--- src/design/ptct_pkg.sv ---
// Package for the periodic tick catch-up timer.
// Request codes, field widths, guard constant and the shared unit result type.
// No dependencies.
`timescale 1ns / 1ps
`default_nettype none

package ptct_pkg;

  localparam int unsigned CountW  = 32;
  localparam int unsigned TickW   = 8;
  localparam int unsigned TotalW  = 16;
  localparam int unsigned ReqW    = 2;
  localparam int unsigned InDataW  = 40;
  localparam int unsigned OutDataW = 72;

  localparam logic [CountW-1:0] GuardCounts = CountW'(12);

  typedef enum logic [ReqW-1:0] {
    REQ_START   = 2'd0,
    REQ_SERVICE = 2'd1,
    REQ_DRAIN   = 2'd2,
    REQ_NONE    = 2'd3
  } ptct_req_e;

  typedef struct packed {
    logic              done;
    logic [TickW-1:0]  ticks;
    logic [CountW-1:0] advance;
  } ptct_res_t;

endpackage

`default_nettype wire

--- src/design/periodic_tick_catchup_timer_unit.sv ---
// Start, drain and ignored requests pass IDLE and DONE; on-time service also passes LATE and CHECK;
// late service also waits in WAIT (32 divide steps and 8 multiply steps on one adder).
// One transfer at a time; the input is not ready while a request runs.
// The output register lets the next transfer be accepted while a result waits.
// Reset (async, active low) clears period, compare value, pending and total counts.
// Depends on ptct_pkg and ptct_divmul.
`timescale 1ns / 1ps
`default_nettype none

module periodic_tick_catchup_timer_unit import ptct_pkg::*; (
  input  wire logic                clk_i,
  input  wire logic                rst_ni,
  input  wire logic                cfg_we_i,
  input  wire logic [CountW-1:0]   cfg_wdata_i,   // tick_period
  input  wire logic                s_axis_tvalid_i,
  output logic                     s_axis_tready_o,
  input  wire logic [InDataW-1:0]  s_axis_tdata_i, // req_type[1:0], timer_count[33:2]
  output logic                     m_axis_tvalid_o,
  input  wire logic                m_axis_tready_i,
  // compare_value[31:0], ticks_added[39:32], released_ticks[47:40],
  // pending_ticks[55:48], tick_total[71:56]
  output logic [OutDataW-1:0]      m_axis_tdata_o
);

  typedef enum logic [4:0] {
    S_IDLE  = 5'b00001,
    S_LATE  = 5'b00010,
    S_CHECK = 5'b00100,
    S_WAIT  = 5'b01000,
    S_DONE  = 5'b10000
  } ptct_state_e;

  ptct_state_e state_q, state_d;
  logic [CountW-1:0] period_q;
  logic [CountW-1:0] cmp_q, cmp_d;
  logic [TickW-1:0]  pend_q, pend_d;
  logic [TotalW-1:0] total_q, total_d;
  logic [TickW-1:0]  added_q, added_d;
  logic [TickW-1:0]  rel_q, rel_d;
  logic [CountW-1:0] now_q, now_d;
  logic [CountW-1:0] late_q, late_d;
  logic              ovalid_q, ovalid_d;
  logic [OutDataW-1:0] odata_q, odata_d;

  logic              in_xfer;
  ptct_req_e         req;
  logic [CountW-1:0] in_count;
  logic              unit_start;
  logic [CountW-1:0] biased;
  ptct_res_t         unit_res;

  assign s_axis_tready_o = (state_q == S_IDLE);
  assign in_xfer  = s_axis_tvalid_i && s_axis_tready_o;
  assign req      = ptct_req_e'(s_axis_tdata_i[ReqW-1:0]);
  assign in_count = s_axis_tdata_i[ReqW+CountW-1:ReqW];
  assign biased   = late_q + {1'b0, period_q[CountW-1:1]};

  ptct_divmul u_divmul (
    .clk_i      (clk_i),
    .rst_ni     (rst_ni),
    .start_i    (unit_start),
    .dividend_i (biased),
    .divisor_i  (period_q),
    .res_o      (unit_res)
  );

  always_comb begin
    state_d    = state_q;
    cmp_d      = cmp_q;
    pend_d     = pend_q;
    total_d    = total_q;
    added_d    = added_q;
    rel_d      = rel_q;
    now_d      = now_q;
    late_d     = late_q;
    ovalid_d   = ovalid_q;
    odata_d    = odata_q;
    unit_start = 1'b0;
    if (ovalid_q && m_axis_tready_i) begin
      ovalid_d = 1'b0;
    end
    unique case (state_q)
      S_IDLE: begin
        if (in_xfer) begin
          added_d = '0;
          rel_d   = '0;
          now_d   = in_count;
          state_d = S_DONE;
          if (period_q != '0) begin
            unique case (req)
              REQ_START: cmp_d = in_count + period_q;
              REQ_SERVICE: state_d = S_LATE;
              REQ_DRAIN: begin
                rel_d  = pend_q;
                pend_d = '0;
              end
              default: ;
            endcase
          end
        end
      end
      S_LATE: begin
        late_d  = now_q - cmp_q;
        state_d = S_CHECK;
      end
      S_CHECK: begin
        if (late_q < period_q - GuardCounts) begin
          cmp_d   = cmp_q + period_q;
          added_d = TickW'(1);
          pend_d  = pend_q + TickW'(1);
          total_d = total_q + TotalW'(1);
          state_d = S_DONE;
        end else begin
          unit_start = 1'b1;
          state_d    = S_WAIT;
        end
      end
      S_WAIT: begin
        if (unit_res.done) begin
          cmp_d   = cmp_q + unit_res.advance;
          added_d = unit_res.ticks;
          pend_d  = pend_q + unit_res.ticks;
          total_d = total_q + {{(TotalW-TickW){1'b0}}, unit_res.ticks};
          state_d = S_DONE;
        end
      end
      S_DONE: begin
        if (!ovalid_q || m_axis_tready_i) begin
          ovalid_d = 1'b1;
          odata_d  = {total_q, pend_q, rel_q, added_q, cmp_q};
          state_d  = S_IDLE;
        end
      end
      default: state_d = S_IDLE;
    endcase
  end

  always_ff @(posedge clk_i or negedge rst_ni) begin
    if (!rst_ni) begin
      state_q  <= S_IDLE;
      period_q <= '0;
      cmp_q    <= '0;
      pend_q   <= '0;
      total_q  <= '0;
      ovalid_q <= 1'b0;
    end else begin
      state_q  <= state_d;
      cmp_q    <= cmp_d;
      pend_q   <= pend_d;
      total_q  <= total_d;
      ovalid_q <= ovalid_d;
      if (cfg_we_i) begin
        period_q <= cfg_wdata_i;
      end
    end
  end

  always_ff @(posedge clk_i) begin
    added_q <= added_d;
    rel_q   <= rel_d;
    now_q   <= now_d;
    late_q  <= late_d;
    odata_q <= odata_d;
  end

  assign m_axis_tvalid_o = ovalid_q;
  assign m_axis_tdata_o  = odata_q;

endmodule

`default_nettype wire

--- src/design/ptct_divmul.sv ---
// Iterative divide/multiply unit on one shared 33-bit adder.
// Computes n = (dividend / divisor + 1) mod 256, then n * divisor mod 2^32.
// Depends on ptct_pkg.
`timescale 1ns / 1ps
`default_nettype none

module ptct_divmul import ptct_pkg::*; (
  input  wire logic              clk_i,
  input  wire logic              rst_ni,
  input  wire logic              start_i,
  input  wire logic [CountW-1:0] dividend_i,
  input  wire logic [CountW-1:0] divisor_i,
  output ptct_res_t              res_o
);

  typedef enum logic [2:0] {
    U_IDLE = 3'b001,
    U_DIV  = 3'b010,
    U_MUL  = 3'b100
  } ptct_ustate_e;

  ptct_ustate_e state_q, state_d;
  logic [4:0]        cnt_q, cnt_d;
  logic [CountW-1:0] rem_q, rem_d;
  logic [CountW-1:0] dvd_q, dvd_d;
  logic [CountW-1:0] dvs_q, dvs_d;
  logic [TickW-1:0]  quo_q, quo_d;
  logic [TickW-1:0]  mlr_q, mlr_d;
  logic [CountW-1:0] acc_q, acc_d;
  logic [CountW-1:0] mc_q, mc_d;
  logic              done_q, done_d;

  logic [CountW:0]   op_a, op_b, trial;
  logic              cin;
  logic [CountW+1:0] sum;
  logic              ge;
  logic [TickW-1:0]  quo_next;

  assign trial = {rem_q, dvd_q[CountW-1]};

  // shared adder
  always_comb begin
    if (state_q == U_DIV) begin
      op_a = trial;
      op_b = ~{1'b0, dvs_q};
      cin  = 1'b1;
    end else begin
      op_a = {1'b0, acc_q};
      op_b = {1'b0, mc_q};
      cin  = 1'b0;
    end
    sum = {1'b0, op_a} + {1'b0, op_b} + {{(CountW+1){1'b0}}, cin};
  end

  assign ge       = sum[CountW+1];
  assign quo_next = {quo_q[TickW-2:0], ge};

  always_comb begin
    state_d = state_q;
    cnt_d   = cnt_q;
    rem_d   = rem_q;
    dvd_d   = dvd_q;
    dvs_d   = dvs_q;
    quo_d   = quo_q;
    mlr_d   = mlr_q;
    acc_d   = acc_q;
    mc_d    = mc_q;
    done_d  = 1'b0;
    unique case (state_q)
      U_IDLE: begin
        if (start_i) begin
          rem_d   = '0;
          dvd_d   = dividend_i;
          dvs_d   = divisor_i;
          quo_d   = '0;
          cnt_d   = 5'(CountW - 1);
          state_d = U_DIV;
        end
      end
      U_DIV: begin
        rem_d = ge ? sum[CountW-1:0] : trial[CountW-1:0];
        dvd_d = {dvd_q[CountW-2:0], 1'b0};
        quo_d = quo_next;
        cnt_d = cnt_q - 5'd1;
        if (cnt_q == '0) begin
          quo_d   = quo_next + TickW'(1);
          mlr_d   = quo_next + TickW'(1);
          acc_d   = '0;
          mc_d    = dvs_q;
          cnt_d   = 5'(TickW - 1);
          state_d = U_MUL;
        end
      end
      U_MUL: begin
        if (mlr_q[0]) begin
          acc_d = sum[CountW-1:0];
        end
        mlr_d = {1'b0, mlr_q[TickW-1:1]};
        mc_d  = {mc_q[CountW-2:0], 1'b0};
        cnt_d = cnt_q - 5'd1;
        if (cnt_q == '0) begin
          done_d  = 1'b1;
          state_d = U_IDLE;
        end
      end
      default: state_d = U_IDLE;
    endcase
  end

  always_ff @(posedge clk_i or negedge rst_ni) begin
    if (!rst_ni) begin
      state_q <= U_IDLE;
      cnt_q   <= '0;
      done_q  <= 1'b0;
    end else begin
      state_q <= state_d;
      cnt_q   <= cnt_d;
      done_q  <= done_d;
    end
  end

  always_ff @(posedge clk_i) begin
    rem_q <= rem_d;
    dvd_q <= dvd_d;
    dvs_q <= dvs_d;
    quo_q <= quo_d;
    mlr_q <= mlr_d;
    acc_q <= acc_d;
    mc_q  <= mc_d;
  end

  assign res_o.done    = done_q;
  assign res_o.ticks   = quo_q;
  assign res_o.advance = acc_q;

endmodule

`default_nettype wire
--- config.mk ---
export PLATFORM = sky130hd
export DESIGN_NAME = periodic_tick_catchup_timer_unit
export DESIGN_NICKNAME = d
export VERILOG_FILES = /design/src/design/ptct_pkg.sv /design/src/design/periodic_tick_catchup_timer_unit.sv /design/src/design/ptct_divmul.sv
export SDC_FILE = /design/constraint.sdc
export NUM_CORES = 1
export LEC_CHECK = 0
export BUFFER_PORTS_ARGS = -buffer_cell sky130_fd_sc_hd__buf_2
export CORE_UTILIZATION = 49
export DETAILED_ROUTE_END_ITERATION = 16
export GPL_ROUTABILITY_DRIVEN = 1
export PLACE_DENSITY = 0.74
export REMOVE_ABC_BUFFERS = 1
export SETUP_SLACK_MARGIN = 0.02
export SKIP_CTS_REPAIR_TIMING = 1
export SLEW_MARGIN = 20
export SYNTH_ARGS = -nofsm -noshare
export SYNTH_HDL_FRONTEND = slang
export SYNTH_HIERARCHICAL = 1
export SYNTH_SLANG_ARGS = --single-unit
--- constraint.sdc ---
create_clock -name clk_i -period 6.15 [get_ports clk_i]
set_clock_uncertainty 0.2 [all_clocks]
set_input_delay 1.23 -clock clk_i [delete_from_list [all_inputs] [get_ports clk_i]]
set_output_delay 1.23 -clock clk_i [all_outputs]
set_load 0.005 [all_outputs]
# ---- Word-level counts from Yosys, hierarchy flattened
# Cells that the tools add are included.
dict set report classes {
  n_addsub 14
  n_lt_le_gt_ge 1
  eq_ne 21
  n_mux 58
  bitwise_logic 1
  n_reduce_logical 26
}
# operator count
set ops {}
lappend ops {{$mux 32} 11}
lappend ops {{$pmux 32 s2} 4}
lappend ops {{$add 32x32->32} 3}
lappend ops {{$pmux 32 s3} 1}
lappend ops {{$mux 8} 11}
lappend ops {{$mux 33} 2}
lappend ops {{$pmux 8 s3} 2}
lappend ops {{$mux 5} 8}
lappend ops {{$add 33x33->34} 1}
lappend ops {{$add 34x1->34} 1}
lappend ops {{$not 32->33} 1}
lappend ops {{$add 32x31->32} 1}
lappend ops {{$lt 32x32->1} 1}
lappend ops {{$mux 16} 2}
lappend ops {{$pmux 16 s2} 1}
lappend ops {{$pmux 8 s2} 2}
lappend ops {{$reduce_bool 32->1} 1}
lappend ops {{$sub 32x32->32} 1}
lappend ops {{$sub 32x4->32 const B} 1}
lappend ops {{$pmux 5 s5} 1}
lappend ops {{$add 16x1->16 const B} 1}
lappend ops {{$add 16x8->16} 1}
lappend ops {{$add 8x1->8 const B} 2}
lappend ops {{$ne 2x1->1 const B} 8}
lappend ops {{other kinds (28)} 53}
dict set report totals {
  register_bits 431
  in_bits 77
  output_inout_bits 74
  elab_cells 142
}

# ---- Longest topological paths before layout
dict set report depth {
  depth_word 7
  depth_mapped 23
  ltp_nobuf 19
}

# ---- Cells and area by module
# The synthesis kept the hierarchy.
# mod n_inst cells_per_inst area_each_um2
set by_module_without_submodules {}
lappend by_module_without_submodules {periodic_tick_catchup_timer_unit 1 1738 16987.5}
lappend by_module_without_submodules {ptct_divmul 1 1081 10157.2}

# ---- Worst setup path after synthesis
# Ideal clock, no wire load.
dict set report synth_timing {
  path_kind {register -> register}
  startpoint {register period_q[15]}
  endpoint {register u_divmul.cnt_q[3]}
  setup_time_ns 0.077
  arrival_time_ns 6.203
  required_time_ns 5.873
  setup_slack_ns -0.330
  path_stages_with_launch 19
  n_path_buf 1
  period_less_slack_ns 6.480
  path_cell_list {dfrtp_1 or4_4 or4_4 or2_1 nand2b_1 nor2_1 xnor2_1 ha_1 nand4_1 nor2_1 nor4b_1 o31ai_2 a31oi_1 nor4bb_1 clkbuf_1 or2_2 nand2b_1 o21ai_0 a21oi_1}
}
dict set report synth_via {
  elab_chain_len 6
}
# item line
set synth_rtl {}
lappend synth_rtl {{start: declaration} periodic_tick_catchup_timer_unit.sv:34} ;# logic [CountW-1:0] period_q;
lappend synth_rtl {{start signal: assignment} periodic_tick_catchup_timer_unit.sv:153} ;# period_q <= cfg_wdata_i;
lappend synth_rtl {{$sub 32x4->32} periodic_tick_catchup_timer_unit.sv:107} ;# if (late_q < period_q - GuardCounts) begin
lappend synth_rtl {{$lt 32x32->1} periodic_tick_catchup_timer_unit.sv:107}
lappend synth_rtl {{$mux 1} periodic_tick_catchup_timer_unit.sv:107}
lappend synth_rtl {{$mux 1} periodic_tick_catchup_timer_unit.sv:82} ;# unique case (state_q)
lappend synth_rtl {{net unit_start} periodic_tick_catchup_timer_unit.sv:48} ;# logic unit_start;
lappend synth_rtl {{$ne 2x1->1 (no source line)} -}
lappend synth_rtl {{$reduce_and 2->1 (no source line)} -}
lappend synth_rtl {{end signal: assignment} ptct_divmul.sv:117} ;# cnt_q <= cnt_d;
lappend synth_rtl {{end: declaration} ptct_divmul.sv:23} ;# logic [4:0] cnt_q, cnt_d;
# The timed path passes the listed nets, and every way through them passes these cells.
# A chain may end at the register's enable or synchronous reset.

# ---- Worst setup path in the final report
dict set report layout_timing {
  startpoint {register period_q[5]}
  endpoint {register added_q[1] (enable)}
}
dict set report layout_via {
  elab_chain_len 4
}
# item line
set layout_rtl {}
lappend layout_rtl {{$sub 32x4->32} periodic_tick_catchup_timer_unit.sv:107}
lappend layout_rtl {{$lt 32x32->1} periodic_tick_catchup_timer_unit.sv:107}
lappend layout_rtl {{$ne 2x2->1 (no source line)} -}
lappend layout_rtl {{$reduce_and 4->1 (no source line)} -}
lappend layout_rtl {{end signal: assignment} periodic_tick_catchup_timer_unit.sv:159} ;# added_q <= added_d;
lappend layout_rtl {{end: declaration} periodic_tick_catchup_timer_unit.sv:38} ;# logic [TickW-1:0] added_q, added_d;
# Every way passes these cells.

==> impl_metrics.env <==
export IMPL_yosys_warnings=6
export IMPL_hold_path_class="register to register"
export IMPL_synth_area_leader_cell="edfxtp_1"
export IMPL_synth_top_family_by_area="simple AND/OR/NAND/NOR gates"
export IMPL_antenna_found_initial=1
export IMPL_rows=85
export IMPL_regArea_um2=12400
export IMPL_drcViolationCount=0
export IMPL_synthAdderAreaFrac=0.100
export IMPL_startpoint_type="register"
export IMPL_start_util=0.500
export IMPL_cts_sinks=431
export IMPL_run_status="finished, final reports clean"
export IMPL_groute_usage_overall=0.258
export IMPL_slew_violations=0
export IMPL_cpMostUsedCell="a21oi_1"
export IMPL_synthArstFlopShare=0.239
export IMPL_boundaryPins=151
export IMPL_p_leak_nw=12.8
export IMPL_hold_viol_final=0
export IMPL_maxCapViolations=0
export IMPL_gr_total_overflow=0
export IMPL_synth_compound_area_frac=0.158
export IMPL_yosysSeqAreaShare=0.458
export IMPL_hold_depth=0
export IMPL_drive_gt1_frac=0.118
export IMPL_vias=21800
export IMPL_r2r_slack_ns=0.47
export IMPL_clk_latency_ns=0.61
export IMPL_path_depth=16
export IMPL_grt_pass1_wl_um=115000
export IMPL_port_buffers=144
export IMPL_area_growth_syn_to_layout_pct=12.0
export IMPL_cts_tree="built"
export IMPL_critPathMaxStageDelay_ns=0.80
export IMPL_layoutNonFillerInstCount=3687
export IMPL_ir_drop_uv=241
export IMPL_power_mw=10.6
export IMPL_routedWlPerCell_um=19.9
export IMPL_grt_max_degree=93
export IMPL_n_fill_cell=4650
export IMPL_rsz0062_at_grt="no"
export IMPL_drt_antenna_violating_nets=0
export IMPL_dp_cells=3596
export IMPL_synth_xor_xnor_area_share=0.0561
export IMPL_slowest_stage="a21oi_1"
export IMPL_ys_flop_type="edfxtp_1"
export IMPL_ys_ff_latch=431
export IMPL_synth_top_area_frac=0.363
export IMPL_required_ns=6.17
export IMPL_critical_path_class="register to register"
export IMPL_finalNetCount=3241
export IMPL_setup_violations=0
export IMPL_postSynthAreaPerCell_um2=9.63
export IMPL_clk_pin_slew_ns=0.06
export IMPL_hpwl_um=54000
export IMPL_max_clock_path_buffers=3
export IMPL_clock_fmax_mhz=176
export IMPL_synth_top_cells_by_area="edfxtp_1, ha_1, dfrtp_1"
export IMPL_grt_pass1_vias=21400
export IMPL_cts_buffers=48
export IMPL_die_area_um2=56300
export IMPL_vias_per_cell=5.93
export IMPL_arrival_ns=5.70
export IMPL_worstPathCellList="or3_1 -> a21oi_1 -> nand2_1 -> or2_1 -> nand2b_1 -> nor2_1 -> xnor2_1 -> ha_1 -> a21o_1 -> a21oi_1 -> o211ai_1 -> a21oi_1 -> a31oi_1 -> buf_4 -> or2_2 -> a21oi_1"
export IMPL_synth_edf_count=328
export IMPL_end_kind="register"
export IMPL_die_w_um=237
export IMPL_root_buffer="clkbuf_16"
export IMPL_synth_cell_type_count=102
export IMPL_slew_headroom=0.307
export IMPL_core_area_um2=54200
export IMPL_synth_area_um2=27100
export IMPL_fin_crit_ns=5.68
export IMPL_final_cell_mix="nand2_1, edfxtp_1, a21oi_1"
export IMPL_final_common_cell="nand2_1"
export IMPL_p_per_area_nw_per_um2=349
export IMPL_r2r_cells=16
export IMPL_multiInputGateArea_um2=13900
export IMPL_drt_pre_antenna_iters=5
export IMPL_synth_simple_area_share=0.180
export IMPL_synth_area_mux_share=0.0159
export IMPL_crit_buf_inv=1
export IMPL_cp_top_family="compound AO/OA/AOI/OAI gates"
export IMPL_diodes=0
export IMPL_die_h_um=237
export IMPL_tightest_slew_ns=1.04
export IMPL_place_congestion=0.937
export IMPL_routed_wl_um=73300
export IMPL_postSynthCellCount=2819
export IMPL_initialDrtViolationCount=1756
export IMPL_htreeDepth=2
export IMPL_fin_crit_sh=0.923
export IMPL_cp_max_fo=8
final timing paths:
kind,to,from
worst max-delay path,added_q[1],period_q[5]
worst min-delay path,m_axis_tdata_o[33],added_q[1]
worst max register to register,added_q[1],period_q[5]
worst min register to register,m_axis_tdata_o[33],added_q[1]
max in group asynchronous,period_q[22],rst_ni
min in group asynchronous,cmp_q[2],rst_ni
report_power, final:
| group | internal [mW] | switching [mW] | total [mW] |
|---|---|---|---|
| clock network | 1.77 | 1.26 | 3.02 |
| logic | 1.48 | 2.16 | 3.64 |
| registers | 3.63 | 0.303 | 3.93 |
| total | 6.87 | 3.72 | 10.6 |
area by class of cell:
cell class | count | area share
timing repair buffer | 186 | 0.0373
clock inverter | 34 | 0.0130
multi-input combinational | 2178 | 0.458
sequential | 431 | 0.409
tap | 696 | 0.0287
clock buffer | 56 | 0.0412
inverter | 106 | 0.0131
stage by stage:
stage	util	cell area [um2]	setup WS [ns]	setup TNS [ns]	hold WS, ns
2_1_floorplan	-	26700	-2.85	-336.51	0.200
3_3_place_gp	0.529	28700	0.602	0	0.204
3_5_place_dp	0.529	28700	0.435	0	0.205
4_1_cts	0.560	30400	0.445	0	0.217
5_1_grt	0.560	30400	0.170	0	0.222
6_report	0.560	30400	0.472	0	0.215
state kept, by name, summed over array words and instances, names as in the netlist, 16 cells and up:
register	cells
m_axis_tdata_o	72
u_divmul/acc_q	32
u_divmul/dvs_q	32
total_q	16
cmp_q	32
u_divmul/dvd_q	32
period_q	32
now_q	32
u_divmul/mc_q	32
late_q	32
u_divmul/rem_q	32
cells in the mapped netlist, types with 24 or more instances:
cell type    n
o21bai_1    25
a21oi_1    210
nand2_1    602
o21ai_0    128
nor3_1      42
and2_1      35
inv_1      104
edfxtp_1   328
o21ai_1     27
mux2_2      30
nand3_1     59
a21o_1      81
nand4_1     26
nor2_1     154
xnor2_1    122
nand2b_1    26
clkbuf_1    70
ha_1       205
a31oi_1     24
and3_1      27
xor2_1      52
dfrtp_1    101
or3_1       24
metal layers:
metal	global-route usage	wire (um)	up-vias
li1	-	-	10400
met1	0.340	31300	10600
met2	0.434	34900	738
met3	0.0307	4660	143
met4	0.101	2510	2
met5	0	9	-
logic make-up (layout without fill, tap and decap cells):
logic type / Yosys count / after routing
AOI/OAI and AO/OA: 673 / 673
xor gates and xnor gates: 174 / 174
adders and majority gates: 213 / 213
buffers and inverters: 210 / 382
DFF: 431 / 431
muxes: 39 / 39
and+or+nand+nor: 1079 / 1079
(Power assumes the default switching activity.)
